$ cat config.mk
export PLATFORM = sky130hd
export DESIGN_NAME = save_header_table_validator_top
export DESIGN_NICKNAME = d
export VERILOG_FILES = /design/src/hw/rtl/shtv_pkg.sv /design/src/hw/rtl/shtv_queue.sv /design/src/hw/rtl/shtv_front.sv /design/src/hw/rtl/shtv_back.sv /design/src/hw/rtl/save_header_table_validator_top.sv
export VERILOG_INCLUDE_DIRS = /design/src /design/src/hw/rtl
export SDC_FILE = /design/constraint.sdc
export NUM_CORES = 2
export LEC_CHECK = 0
export ABC_AREA = 1
export BUFFER_PORTS_ARGS = -buffer_cell sky130_fd_sc_hd__buf_2
export CORE_UTILIZATION = 35
export DETAILED_ROUTE_END_ITERATION = 7
export GPL_TIMING_DRIVEN = 0
export PLACE_DENSITY = 0.51
export SYNTH_ARGS = -nofsm -noshare
export SYNTH_HDL_FRONTEND = slang
export SYNTH_SLANG_ARGS = --single-unit
$ cat constraint.sdc
create_clock -name clk -period 18.4 [get_ports clk]
set_input_delay 2.76 -clock clk [delete_from_list [all_inputs] [get_ports clk]]
set_output_delay 2.76 -clock clk [all_outputs]
set_load 0.01 [all_outputs]
$ cat src/hw/rtl/assert_macros.svh
// assertion macros used by the top rtl file
// no dependencies
`ifndef ASSERT_MACROS_SVH
`define ASSERT_MACROS_SVH
`ifndef ASSERT_OFF
`define ASSERT_IMPLY(label, clk, rst_n, cond, prop) \
    label: assert property (@(posedge clk) disable iff (!rst_n) (cond) |-> (prop)) \
        else $error("assertion failed");
`define ASSERT_NEXT(label, clk, rst_n, cond, prop) \
    label: assert property (@(posedge clk) disable iff (!rst_n) (cond) |=> (prop)) \
        else $error("assertion failed");
`else
`define ASSERT_IMPLY(label, clk, rst_n, cond, prop)
`define ASSERT_NEXT(label, clk, rst_n, cond, prop)
`endif
`endif

$ cat src/hw/rtl/shtv_pkg.sv
// package for the save header table validator: payload types, constants, crc step
// no dependencies
package shtv_pkg;
    localparam logic [31:0] MAX_TABLE_BYTES   = 32'd1048576;
    localparam logic [31:0] MAX_FIELD_BYTES   = 32'd65536;
    localparam logic [31:0] MAX_CONTENT_BYTES = 32'd268435456;
    localparam logic [31:0] CRC_POLY          = 32'hEDB88320;

    localparam logic [2:0] PH_HEADER     = 3'd0;
    localparam logic [2:0] PH_FIELD_HEAD = 3'd1;
    localparam logic [2:0] PH_PAYLOAD    = 3'd2;
    localparam logic [2:0] PH_SPENT      = 3'd3;

    localparam logic [1:0] ST_OK      = 2'd0;
    localparam logic [1:0] ST_NOT_SAVE = 2'd1;
    localparam logic [1:0] ST_VERSION = 2'd2;
    localparam logic [1:0] ST_CORRUPT = 2'd3;

    localparam logic CFG_MAX_VERSION = 1'b0;
    localparam logic CFG_SIGNATURE   = 1'b1;

    localparam int QUEUE_DEPTH = 4;
    localparam int QUEUE_AW    = 2;

    typedef struct packed {
        logic [7:0] byte_value;
        logic       end_of_input;
    } in_item_t;

    typedef struct packed {
        logic        result_kind;
        logic [15:0] field_id;
        logic [15:0] field_type;
        logic [16:0] field_length;
        logic [20:0] field_offset;
        logic [1:0]  status;
        logic        compressed;
        logic [28:0] stored_length;
        logic [28:0] content_length;
        logic [31:0] content_crc;
        logic        last_of_run;
    } out_item_t;

    function automatic logic [31:0] crc_byte(input logic [31:0] c, input logic [7:0] b);
        logic [31:0] r;
        r = c ^ {24'd0, b};
        for (int k = 0; k < 8; k++)
        begin
            r = r[0] ? ((r >> 1) ^ CRC_POLY) : (r >> 1);
        end
        return r;
    endfunction
endpackage

$ cat src/hw/rtl/shtv_queue.sv
// small queue of input beats between front and back
// depends on shtv_pkg
module shtv_queue
    import shtv_pkg::*;
(
    input  logic     clk,
    input  logic     rst_n,
    input  logic     wr_en,
    input  in_item_t wr_data,
    output logic     full,
    input  logic     rd_en,
    output in_item_t rd_data,
    output logic     empty
);
    in_item_t              mem_reg [QUEUE_DEPTH];
    logic [QUEUE_AW-1:0]   wp_reg, rp_reg;
    logic [QUEUE_AW:0]     cnt_reg;

    assign full    = (cnt_reg == QUEUE_AW'(0) + (QUEUE_AW+1)'(QUEUE_DEPTH));
    assign empty   = (cnt_reg == '0);
    assign rd_data = mem_reg[rp_reg];

    always_ff @(posedge clk)
    begin
        if (wr_en)
        begin
            mem_reg[wp_reg] <= wr_data;
        end
    end

    always_ff @(posedge clk or negedge rst_n)
    begin
        if (!rst_n)
        begin
            wp_reg  <= '0;
            rp_reg  <= '0;
            cnt_reg <= '0;
        end
        else
        begin
            if (wr_en)
            begin
                wp_reg <= wp_reg + 1'b1;
            end
            if (rd_en)
            begin
                rp_reg <= rp_reg + 1'b1;
            end
            cnt_reg <= cnt_reg + {{QUEUE_AW{1'b0}}, wr_en} - {{QUEUE_AW{1'b0}}, rd_en};
        end
    end
endmodule

$ cat src/hw/rtl/shtv_front.sv
// front: accepts input beats into the queue that feeds the back
// depends on shtv_pkg, shtv_queue
module shtv_front
    import shtv_pkg::*;
(
    input  logic     clk,
    input  logic     rst_n,
    input  logic     push,
    input  in_item_t in_data,
    output logic     full,
    input  logic     take,
    output in_item_t beat,
    output logic     beat_valid
);
    logic q_empty;

    shtv_queue u_queue (
        .clk     (clk),
        .rst_n   (rst_n),
        .wr_en   (push && !full),
        .wr_data (in_data),
        .full    (full),
        .rd_en   (take && !q_empty),
        .rd_data (beat),
        .empty   (q_empty)
    );

    assign beat_valid = !q_empty;
endmodule

$ cat src/hw/rtl/shtv_back.sv
// back: header capture, crc, table walk and result output register pair
// depends on shtv_pkg
module shtv_back
    import shtv_pkg::*;
(
    input  logic        clk,
    input  logic        rst_n,
    input  logic        beat_valid,
    input  in_item_t    beat,
    output logic        take,
    input  logic [15:0] max_version,
    input  logic [31:0] signature_word,
    output out_item_t   out_data,
    output logic        empty,
    input  logic        pop
);
    logic [2:0]  phase_reg, phase_next;
    logic [5:0]  cnt_reg, cnt_next;
    logic [15:0] ver_reg, ver_next, flg_reg, flg_next;
    logic [31:0] tlen_reg, tlen_next, coff_reg, coff_next, slen_reg, slen_next;
    logic [31:0] clen_reg, clen_next, ccrc_reg, ccrc_next, hcrc_reg, hcrc_next;
    logic [31:0] crc_reg, crc_next;
    logic [20:0] pos_reg, pos_next;
    logic [63:0] fh_reg, fh_next;
    logic [16:0] left_reg, left_next;
    logic        done_reg, done_next;

    // two-entry result buffer
    out_item_t   r0_reg, r1_reg;
    logic [1:0]  rcnt_reg;
    out_item_t   e0, e1;
    logic [1:0]  n;

    assign take     = beat_valid && (rcnt_reg == 2'd0 || (rcnt_reg == 2'd1 && pop));
    assign empty    = (rcnt_reg == 2'd0);
    assign out_data = r0_reg;

    function automatic out_item_t verdict(input logic [1:0] st, input logic [15:0] f,
        input logic [31:0] sl, input logic [31:0] cl, input logic [31:0] cc);
        out_item_t r;
        r = '0;
        r.result_kind = 1'b1;
        r.status = st;
        if (st == ST_OK)
        begin
            r.compressed     = f[0];
            r.stored_length  = sl[28:0];
            r.content_length = cl[28:0];
            r.content_crc    = cc;
        end
        return r;
    endfunction

    always_comb
    begin
        logic [7:0]  b;
        logic [5:0]  i;
        logic [2:0]  j;
        logic [31:0] rem, len;
        logic [1:0]  st;
        logic        vd;
        out_item_t   v;
        b = beat.byte_value;
        phase_next = phase_reg; cnt_next = cnt_reg; ver_next = ver_reg; flg_next = flg_reg;
        tlen_next = tlen_reg; coff_next = coff_reg; slen_next = slen_reg;
        clen_next = clen_reg; ccrc_next = ccrc_reg; hcrc_next = hcrc_reg;
        crc_next = crc_reg; pos_next = pos_reg; fh_next = fh_reg; left_next = left_reg;
        done_next = done_reg;
        e0 = '0; e1 = '0; n = 2'd0; vd = 1'b0; v = '0;
        i = cnt_reg; j = cnt_reg[2:0]; st = ST_OK; rem = '0; len = '0;
        if (!done_reg)
        begin
            case (phase_reg)
                PH_HEADER:
                begin
                    if (i < 6'd28) crc_next = crc_byte(crc_reg, b);
                    if (i < 6'd4)
                    begin
                        if (b != signature_word[8*i[1:0] +: 8])
                        begin
                            v = verdict(ST_NOT_SAVE, flg_reg, slen_reg, clen_reg, ccrc_reg);
                            vd = 1'b1;
                        end
                    end
                    else if (i < 6'd6)  ver_next[8*i[0] +: 8] = b;
                    else if (i < 6'd8)  flg_next[8*i[0] +: 8] = b;
                    else if (i < 6'd12) tlen_next[8*i[1:0] +: 8] = b;
                    else if (i < 6'd16) coff_next[8*i[1:0] +: 8] = b;
                    else if (i < 6'd20) slen_next[8*i[1:0] +: 8] = b;
                    else if (i < 6'd24) clen_next[8*i[1:0] +: 8] = b;
                    else if (i < 6'd28) ccrc_next[8*i[1:0] +: 8] = b;
                    else                hcrc_next[8*i[1:0] +: 8] = b;
                    if (!vd)
                    begin
                        if (i >= 6'd31)
                        begin
                            if (ver_next == 16'd0 || ver_next > max_version) st = ST_VERSION;
                            else if (flg_next[15:1] != '0) st = ST_VERSION;
                            else if (tlen_next > MAX_TABLE_BYTES) st = ST_CORRUPT;
                            else if ({1'b0, coff_next} != 33'd32 + {1'b0, tlen_next})
                                st = ST_CORRUPT;
                            else if (slen_next > MAX_CONTENT_BYTES) st = ST_CORRUPT;
                            else if (clen_next > MAX_CONTENT_BYTES) st = ST_CORRUPT;
                            if (st != ST_OK)
                            begin
                                v = verdict(st, flg_next, slen_next, clen_next, ccrc_next);
                                vd = 1'b1;
                            end
                            else if (tlen_next == '0)
                            begin
                                st = (~crc_next == hcrc_next) ? ST_OK : ST_CORRUPT;
                                v = verdict(st, flg_next, slen_next, clen_next, ccrc_next);
                                vd = 1'b1;
                            end
                            else
                            begin
                                phase_next = PH_FIELD_HEAD; cnt_next = '0;
                                pos_next = '0; fh_next = '0;
                            end
                        end
                        else
                        begin
                            cnt_next = i + 6'd1;
                        end
                    end
                end
                PH_FIELD_HEAD:
                begin
                    crc_next = crc_byte(crc_reg, b);
                    if (j == 3'd0 && (tlen_reg - {11'd0, pos_reg}) < 32'd8)
                    begin
                        v = verdict(ST_CORRUPT, flg_reg, slen_reg, clen_reg, ccrc_reg);
                        vd = 1'b1;
                    end
                    else
                    begin
                        fh_next[8*j +: 8] = b;
                        pos_next = pos_reg + 21'd1;
                        cnt_next = {3'd0, j} + 6'd1;
                        if (j == 3'd7)
                        begin
                            len = fh_next[63:32];
                            rem = tlen_reg - {11'd0, pos_next};
                            if (len > MAX_FIELD_BYTES || len > rem)
                            begin
                                v = verdict(ST_CORRUPT, flg_reg, slen_reg, clen_reg, ccrc_reg);
                                vd = 1'b1;
                            end
                            else
                            begin
                                e0.field_id     = fh_next[15:0];
                                e0.field_type   = fh_next[31:16];
                                e0.field_length = len[16:0];
                                e0.field_offset = pos_next;
                                n = 2'd1;
                                cnt_next = '0; fh_next = '0;
                                if (len == '0)
                                begin
                                    if ({11'd0, pos_next} == tlen_reg)
                                    begin
                                        st = (~crc_next == hcrc_reg) ? ST_OK : ST_CORRUPT;
                                        v = verdict(st, flg_reg, slen_reg, clen_reg, ccrc_reg);
                                        vd = 1'b1;
                                    end
                                end
                                else
                                begin
                                    left_next = len[16:0];
                                    phase_next = PH_PAYLOAD;
                                end
                            end
                        end
                    end
                end
                PH_PAYLOAD:
                begin
                    crc_next = crc_byte(crc_reg, b);
                    pos_next = pos_reg + 21'd1;
                    if (left_reg != '0) left_next = left_reg - 17'd1;
                    if (left_next == '0)
                    begin
                        if ({11'd0, pos_next} >= tlen_reg)
                        begin
                            st = (~crc_next == hcrc_reg) ? ST_OK : ST_CORRUPT;
                            v = verdict(st, flg_reg, slen_reg, clen_reg, ccrc_reg);
                            vd = 1'b1;
                        end
                        else
                        begin
                            phase_next = PH_FIELD_HEAD;
                        end
                    end
                end
                default:
                begin
                end
            endcase
            if (beat.end_of_input && !vd)
            begin
                st = (phase_next == PH_HEADER && cnt_next < 6'd4) ? ST_NOT_SAVE : ST_CORRUPT;
                v = verdict(st, flg_reg, slen_reg, clen_reg, ccrc_reg);
                vd = 1'b1;
            end
            if (vd)
            begin
                done_next = 1'b1;
                phase_next = PH_SPENT;
                if (n == 2'd1) e1 = v;
                else e0 = v;
                n = n + 2'd1;
            end
            if (n == 2'd1) e0.last_of_run = 1'b1;
            if (n == 2'd2) e1.last_of_run = 1'b1;
        end
        if (beat.end_of_input)
        begin
            phase_next = PH_HEADER; cnt_next = '0; ver_next = '0; flg_next = '0;
            tlen_next = '0; coff_next = '0; slen_next = '0; clen_next = '0;
            ccrc_next = '0; hcrc_next = '0; crc_next = '1; pos_next = '0;
            fh_next = '0; left_next = '0; done_next = 1'b0;
        end
    end

    always_ff @(posedge clk)
    begin
        if (take && n == 2'd2)
        begin
            r0_reg <= e0;
            r1_reg <= e1;
        end
        else if (take && n == 2'd1)
        begin
            r0_reg <= e0;
        end
        else if (pop && rcnt_reg == 2'd2)
        begin
            r0_reg <= r1_reg;
        end
    end

    always_ff @(posedge clk or negedge rst_n)
    begin
        if (!rst_n)
        begin
            rcnt_reg <= '0;
            phase_reg <= PH_HEADER; cnt_reg <= '0; ver_reg <= '0; flg_reg <= '0;
            tlen_reg <= '0; coff_reg <= '0; slen_reg <= '0; clen_reg <= '0;
            ccrc_reg <= '0; hcrc_reg <= '0; crc_reg <= '1; pos_reg <= '0;
            fh_reg <= '0; left_reg <= '0; done_reg <= 1'b0;
        end
        else
        begin
            if (take)
            begin
                rcnt_reg <= n;
                phase_reg <= phase_next; cnt_reg <= cnt_next; ver_reg <= ver_next;
                flg_reg <= flg_next; tlen_reg <= tlen_next; coff_reg <= coff_next;
                slen_reg <= slen_next; clen_reg <= clen_next; ccrc_reg <= ccrc_next;
                hcrc_reg <= hcrc_next; crc_reg <= crc_next; pos_reg <= pos_next;
                fh_reg <= fh_next; left_reg <= left_next; done_reg <= done_next;
            end
            else if (pop && !empty)
            begin
                rcnt_reg <= rcnt_reg - 2'd1;
            end
        end
    end
endmodule

$ cat src/hw/rtl/save_header_table_validator_top.sv
// channel    handshake        payload
// input      push / full      in_item  (byte_value, end_of_input)
// result     pop / empty      out_item (descriptor or verdict)
// config     cfg_we           cfg_index, cfg_data
// one byte per cycle while results are popped at once; a byte with two results holds
// the next byte till its second pop; a result shows the cycle after its byte is taken
// a four-deep queue sits between input and back; back takes a beat when its buffer is
// empty or its single entry is popped; reset sets config to max_version 1, "OTSV"
// a stalled pop holds the back stage; the queue keeps accepting until full
`include "assert_macros.svh"
module save_header_table_validator_top
    import shtv_pkg::*;
(
    input  logic        clk,
    input  logic        rst_n,
    input  logic        push,
    input  in_item_t    in_item,
    output logic        full,
    output logic        empty,
    input  logic        pop,
    output out_item_t   out_item,
    input  logic        cfg_we,
    input  logic        cfg_index,
    input  logic [31:0] cfg_data
);
    logic [15:0] maxv_reg;
    logic [31:0] sig_reg;
    in_item_t    beat;
    logic        beat_valid, take;

    always_ff @(posedge clk or negedge rst_n)
    begin
        if (!rst_n)
        begin
            maxv_reg <= 16'd1;
            sig_reg  <= 32'h5653544F;
        end
        else if (cfg_we)
        begin
            case (cfg_index)
                CFG_MAX_VERSION: maxv_reg <= cfg_data[15:0];
                CFG_SIGNATURE:   sig_reg  <= cfg_data;
                default:         sig_reg  <= sig_reg;
            endcase
        end
    end

    shtv_front u_front (
        .clk        (clk),
        .rst_n      (rst_n),
        .push       (push),
        .in_data    (in_item),
        .full       (full),
        .take       (take),
        .beat       (beat),
        .beat_valid (beat_valid)
    );

    shtv_back u_back (
        .clk            (clk),
        .rst_n          (rst_n),
        .beat_valid     (beat_valid),
        .beat           (beat),
        .take           (take),
        .max_version    (maxv_reg),
        .signature_word (sig_reg),
        .out_data       (out_item),
        .empty          (empty),
        .pop            (pop)
    );

    `ASSERT_IMPLY(a_take_valid, clk, rst_n, take, beat_valid)
    `ASSERT_IMPLY(a_kind_status, clk, rst_n, !empty && !out_item.result_kind, out_item.status == ST_OK)
    `ASSERT_NEXT(a_cfg_maxv, clk, rst_n, cfg_we && cfg_index == CFG_MAX_VERSION, maxv_reg == $past(cfg_data[15:0]))
endmodule

==> report_table.html <==
<table>
<tr><th>Metric</th><th>Value</th></tr>
<tr><th colspan="2">Pwr</th></tr>
<tr><td>Total power after layout</td><td>between 10 and 15 mW</td></tr>
<tr><td>Leakage component of the power</td><td>24.2 nW</td></tr>
<tr><td>Part of the power in registers</td><td>just over 20%</td></tr>
<tr><td>Power per unit of standard cell area</td><td>around 210 nW/µm²</td></tr>
<tr><td>Comb pwr share</td><td>around 62%</td></tr>
<tr><td>Net Switching</td><td>between 5 and 6 mW</td></tr>
<tr><td>Clk network pwr share</td><td>between 15 and 20%</td></tr>
<tr><td>Maximum vdd ir drop</td><td>between 0.00015 and 0.0002 V</td></tr>
<tr><td>Internal power consumption</td><td>between 5 and 6 mW</td></tr>
<tr><td>Sw Share</td><td>a little over half</td></tr>
<tr><th colspan="2">Floorplan</th></tr>
<tr><td>Floorplan die width</td><td>361 µm</td></tr>
<tr><td>Initial cell density of the core</td><td>about 35%</td></tr>
<tr><td>Die area</td><td>between 100000 and 150000 µm²</td></tr>
<tr><td>Core Footprint</td><td>128000 µm²</td></tr>
<tr><td>Die Height</td><td>361 µm</td></tr>
<tr><td>Number of standard-cell rows in the floorplan</td><td>between 100 and 150</td></tr>
<tr><td>Total I/O pin count</td><td>214</td></tr>
<tr><th colspan="2">Worst setup path</th></tr>
<tr><td>Critical setup path kind</td><td>flip-flop to flip-flop</td></tr>
<tr><td>Required time of the critical path</td><td>between 15000 and 20000 ps</td></tr>
<tr><td>Type of element capturing the critical path</td><td>flip-flop</td></tr>
<tr><td>Data arrival time at the worst-slack endpoint</td><td>~12000 ps</td></tr>
<tr><td>Register-to-register setup slack</td><td>a little under 7000 ps</td></tr>
<tr><td>Slowest cell delay on critical path</td><td>about 950 ps</td></tr>
<tr><td>Largest fanout of any net on the critical path</td><td>68</td></tr>
<tr><td>Worst flop-to-flop path endpoint</td><td>u_back.out_data[83]$_DFFE_PP_</td></tr>
<tr><td>Beginning of the worst register-to-register path</td><td>u_back.cnt_reg[1]$_DFFE_PN0P_</td></tr>
<tr><td>Critical Path Most Common Cell</td><td>nand2_1</td></tr>
<tr><td>Worst r2r path cells</td><td>37</td></tr>
<tr><td>Nature of the critical path startpoint</td><td>flip-flop</td></tr>
<tr><td>Critical Path Slowest Stage Cell</td><td>buf_1</td></tr>
<tr><td>Origin of the worst setup path</td><td>u_back.cnt_reg[1]$_DFFE_PN0P_</td></tr>
<tr><th colspan="2">Clock tree</th></tr>
<tr><td>H-tree levels</td><td>3</td></tr>
<tr><td>Count of clock tree sinks</td><td>around 720</td></tr>
<tr><td>Worst-path clk slew</td><td>about 60 ps</td></tr>
<tr><td>Post-cts hold buffer count</td><td>0</td></tr>
<tr><td>Clock tree root driver cell</td><td>clkbuf_16</td></tr>
<tr><td>CTS tree</td><td>built</td></tr>
<tr><td>Setup bufs post-CTS</td><td>0</td></tr>
<tr><td>Maximum root-to-sink buffer count</td><td>3</td></tr>
<tr><td>Number of buffers created by CTS</td><td>around 90</td></tr>
<tr><td>Number of instances resized during post-cts repair</td><td>0</td></tr>
<tr><td>Clock insertion delay at the later pin of the skew report</td><td>roughly 730 ps</td></tr>
<tr><th colspan="2">Synth</th></tr>
<tr><td>EDFF count, synth</td><td>296</td></tr>
<tr><td>Cell area after synthesis</td><td>~45000 µm²</td></tr>
<tr><td>Seq/Total Area, Yosys</td><td>between 40 and 50%</td></tr>
<tr><td>Top cells by instance count after synthesis</td><td>nand2_1 (1758), inv_1 (700), nor2_1 (528)</td></tr>
<tr><td>Synth area leader</td><td>dfrtp_1</td></tr>
<tr><td>Top area cells in the synthesized netlist</td><td>dfrtp_1 (21%), edfxtp_1 (20%), nand2_1 (15%)</td></tr>
<tr><td>Mean area per synthesized cell</td><td>7.43 µm²</td></tr>
<tr><td>Count of cell types in the netlist</td><td>roughly 70</td></tr>
<tr><td>Count of mapped cells out of synthesis</td><td>roughly 6000</td></tr>
<tr><td>Count of yosys warnings during synthesis</td><td>0</td></tr>
<tr><td>Most common cell in the netlist</td><td>nand2_1</td></tr>
<tr><td>Async set or reset register ratio after synthesis</td><td>between 50% and 60%</td></tr>
<tr><td>Net count of the mapped netlist</td><td>~6200</td></tr>
<tr><td>Number of register bits inferred by synthesis</td><td>a little over 700</td></tr>
<tr><td>Leading register cell type out of synthesis</td><td>dfrtp_1</td></tr>
<tr><td>Post-synth top area share</td><td>a little over a fifth</td></tr>
<tr><th colspan="2">Drt</th></tr>
<tr><td>Antenna Nets Post-Route</td><td>0</td></tr>
<tr><td>DR vias</td><td>43600</td></tr>
<tr><td>Total detailed-routing wirelength</td><td>approximately 190 mm</td></tr>
<tr><td>Number of iterations in the first detailed-routing pass</td><td>6</td></tr>
<tr><td>Number of design-rule violations left by the first detailed-router iteration</td><td>around 4400</td></tr>
<tr><td>Routed via count divided by cell count</td><td>approximately 5.4</td></tr>
<tr><td>Post-DR wirelength/cell</td><td>22.9 µm</td></tr>
<tr><td>DR DRC count</td><td>0</td></tr>
<tr><th colspan="2">Min path</th></tr>
<tr><td>Number of cells on the worst hold path</td><td>2</td></tr>
<tr><td>Origin of the worst min-delay path</td><td>maxv_reg[11]$_DFFE_PN0P_</td></tr>
<tr><td>Worst hold path type</td><td>flip-flop to flip-flop</td></tr>
<tr><td>Hold EP</td><td>maxv_reg[11]$_DFFE_PN0P_</td></tr>
<tr><th colspan="2">Timing</th></tr>
<tr><td>Worst slew margin</td><td>between 10% and 20%</td></tr>
<tr><td>Setup-violating endpoint count in the final report</td><td>0</td></tr>
<tr><td>Max Freq</td><td>around 86 MHz</td></tr>
<tr><td>Final clock period utilization by the worst path</td><td>63.1%</td></tr>
<tr><td>Clock Skew</td><td>approximately 58 ps</td></tr>
<tr><td>Number of max-slew violations in the final report</td><td>0</td></tr>
<tr><td>Worst path setup slack after routing</td><td>roughly 6800 ps</td></tr>
<tr><td>Min cycle time layout</td><td>around 12000 ps</td></tr>
<tr><td>Least-Margin Pin Slew</td><td>1300 ps</td></tr>
<tr><td>Worst hold slack</td><td>~480 ps</td></tr>
<tr><td>Number of hold-slack violations in the final timing report</td><td>0</td></tr>
<tr><td>RSZ-0062 raised after global routing</td><td>false</td></tr>
<tr><th colspan="2">Placement</th></tr>
<tr><td>IO buf count</td><td>213</td></tr>
<tr><td>HPWL after DPL</td><td>roughly 140 mm</td></tr>
<tr><td>Pre-CTS setup slack</td><td>7120 ps</td></tr>
<tr><td>Placer's final routability congestion estimate</td><td>between 0.9 and 1</td></tr>
<tr><td>Placed cell area</td><td>48600 µm²</td></tr>
<tr><th colspan="2">GRT</th></tr>
<tr><td>Overflow left after global routing</td><td>0</td></tr>
<tr><td>Number of antenna violations at the first check in global routing</td><td>9</td></tr>
<tr><td>Overall global routing resource usage</td><td>approximately 28%</td></tr>
<tr><td>Vias in the first global route</td><td>around 42000</td></tr>
<tr><td>Global-route wire length before repair</td><td>273 mm</td></tr>
<tr><td>Largest net degree at the start of global routing</td><td>just over 100</td></tr>
<tr><th colspan="2">Outcome</th></tr>
<tr><td>Status</td><td>finished, final reports clean</td></tr>
<tr><th colspan="2">Cells and area</th></tr>
<tr><td>Fill cell count</td><td>13400</td></tr>
<tr><td>Net total in the final layout</td><td>6556</td></tr>
<tr><td>Number of flip-flops under the largest register name</td><td>about 170</td></tr>
<tr><td>Post-Layout Inst Area</td><td>about 52000 µm²</td></tr>
<tr><td>Layout Area Growth over Synthesis</td><td>14.7%</td></tr>
<tr><td>Layout cells sized above 1</td><td>under 10%</td></tr>
<tr><th colspan="2">Run</th></tr>
<tr><td>Max cap viols</td><td>0</td></tr>
</table>
per-stage QoR:
stage	TNS [ps]	util, %	instances
floorplan	0	-	6083
global placement	-577610	37.8	7958
detailed placement	0	38.0	7967
CTS	0	40.6	8132
global route	0	40.6	8133
finish	0	40.6	8136
worst max-delay path: cells and delay by family (launching register included):
family / cells / cell delay [ps]
buffers and inverters: 10 / 4840
AND/OR/NAND/NOR: 23 / 4230
adder cells (fa/ha/maj): 2 / 850
AO/OA/AOI/OAI: 2 / 670
flip-flops: 1 / 430
logic make-up (layout without fill, tap and decap cells):
| group | after synthesis | in the layout | share of synthesized area (%) |
|---|---|---|---|
| compound gates | 1000 | 1000 | 12.4 |
| xor+xnor | 181 | 181 | 3.66 |
| fa+ha+maj | 113 | 113 | 3.16 |
| buf+inv | 1007 | 1395 | 8.87 |
| flops | 721 | 721 | 43.3 |
| mux | 17 | 17 | 0.421 |
| other cells | 0 | 3 | 0 |
| simple gates | 3044 | 3044 | 28.2 |
layer usage:
| metal | share of wire [%] | global-route usage (%) |
|---|---|---|
| met4 | 3.8 | 10.4 |
| met5 | 0.0038 | 0 |
| met2 | 45 | 44.2 |
| met1 | 44 | 38.4 |
| met3 | 7.0 | 4.65 |
cells in the final DEF (no fill, tap or decap), types with 22 or more instances in the layout:
cell and count:
xnor2_1 30, nand3_1 445, o21ai_0 462, a21oi_1 133
xor2_1 145, nor3_1 99, dfstp_2 49, inv_2 22
nand2_1 1757, clkbuf_1 207, ha_1 111, inv_1 700
dfrtp_1 376, clkbuf_16 90, o22ai_1 203, nor2_1 526
nand4_1 99, nand3b_1 27, o31ai_1 23, o21ai_1 88
buf_2 252, edfxtp_1 296
worst max-delay path by stage:
stage,slack (ps),end,cells past startpoint
floorplan,4250,u_back.out_data[0]$_DFFE_PP_,37
global placement,-3600,u_back.out_data[83]$_DFFE_PP_,39
detailed placement,7120,u_back.out_data[83]$_DFFE_PP_,41
CTS,7040,u_back.out_data[83]$_DFFE_PP_,41
global route,6200,u_back.out_data[83]$_DFFE_PP_,49
finish,6790,u_back.out_data[83]$_DFFE_PP_,37
power groups by stage:
| stage | clock network (mW) | logic, mW | registers [mW] |
|---|---|---|---|
| after global routing | 2.04 | 7.31 | 2.25 |
| after floorplan | 0 | 4.10 | 2.35 |
| after global placement | 0 | 6.60 | 2.32 |
| after CTS | 1.98 | 6.66 | 2.23 |
| after detailed placement | 0 | 6.64 | 2.26 |
| final | 1.95 | 6.77 | 2.22 |
final cells by class:
| cell class | count | area (µm²) | share of cell area, % |
|---|---|---|---|
| repair buffers | 223 | 1310 | 2.52 |
| diodes | 3 | 7.51 | 0.0145 |
| plain buffers | 276 | 1260 | 2.44 |
| inverters | 731 | 2750 | 5.30 |
| well taps | 1662 | 2080 | 4.01 |
| flip-flops and latches | 721 | 19600 | 37.8 |
| multi-input cells | 4355 | 21700 | 41.8 |
| clock inverters | 52 | 769 | 1.48 |
| clock buffers | 113 | 2440 | 4.70 |
Note: power is estimated with default switching activity, not from simulation.
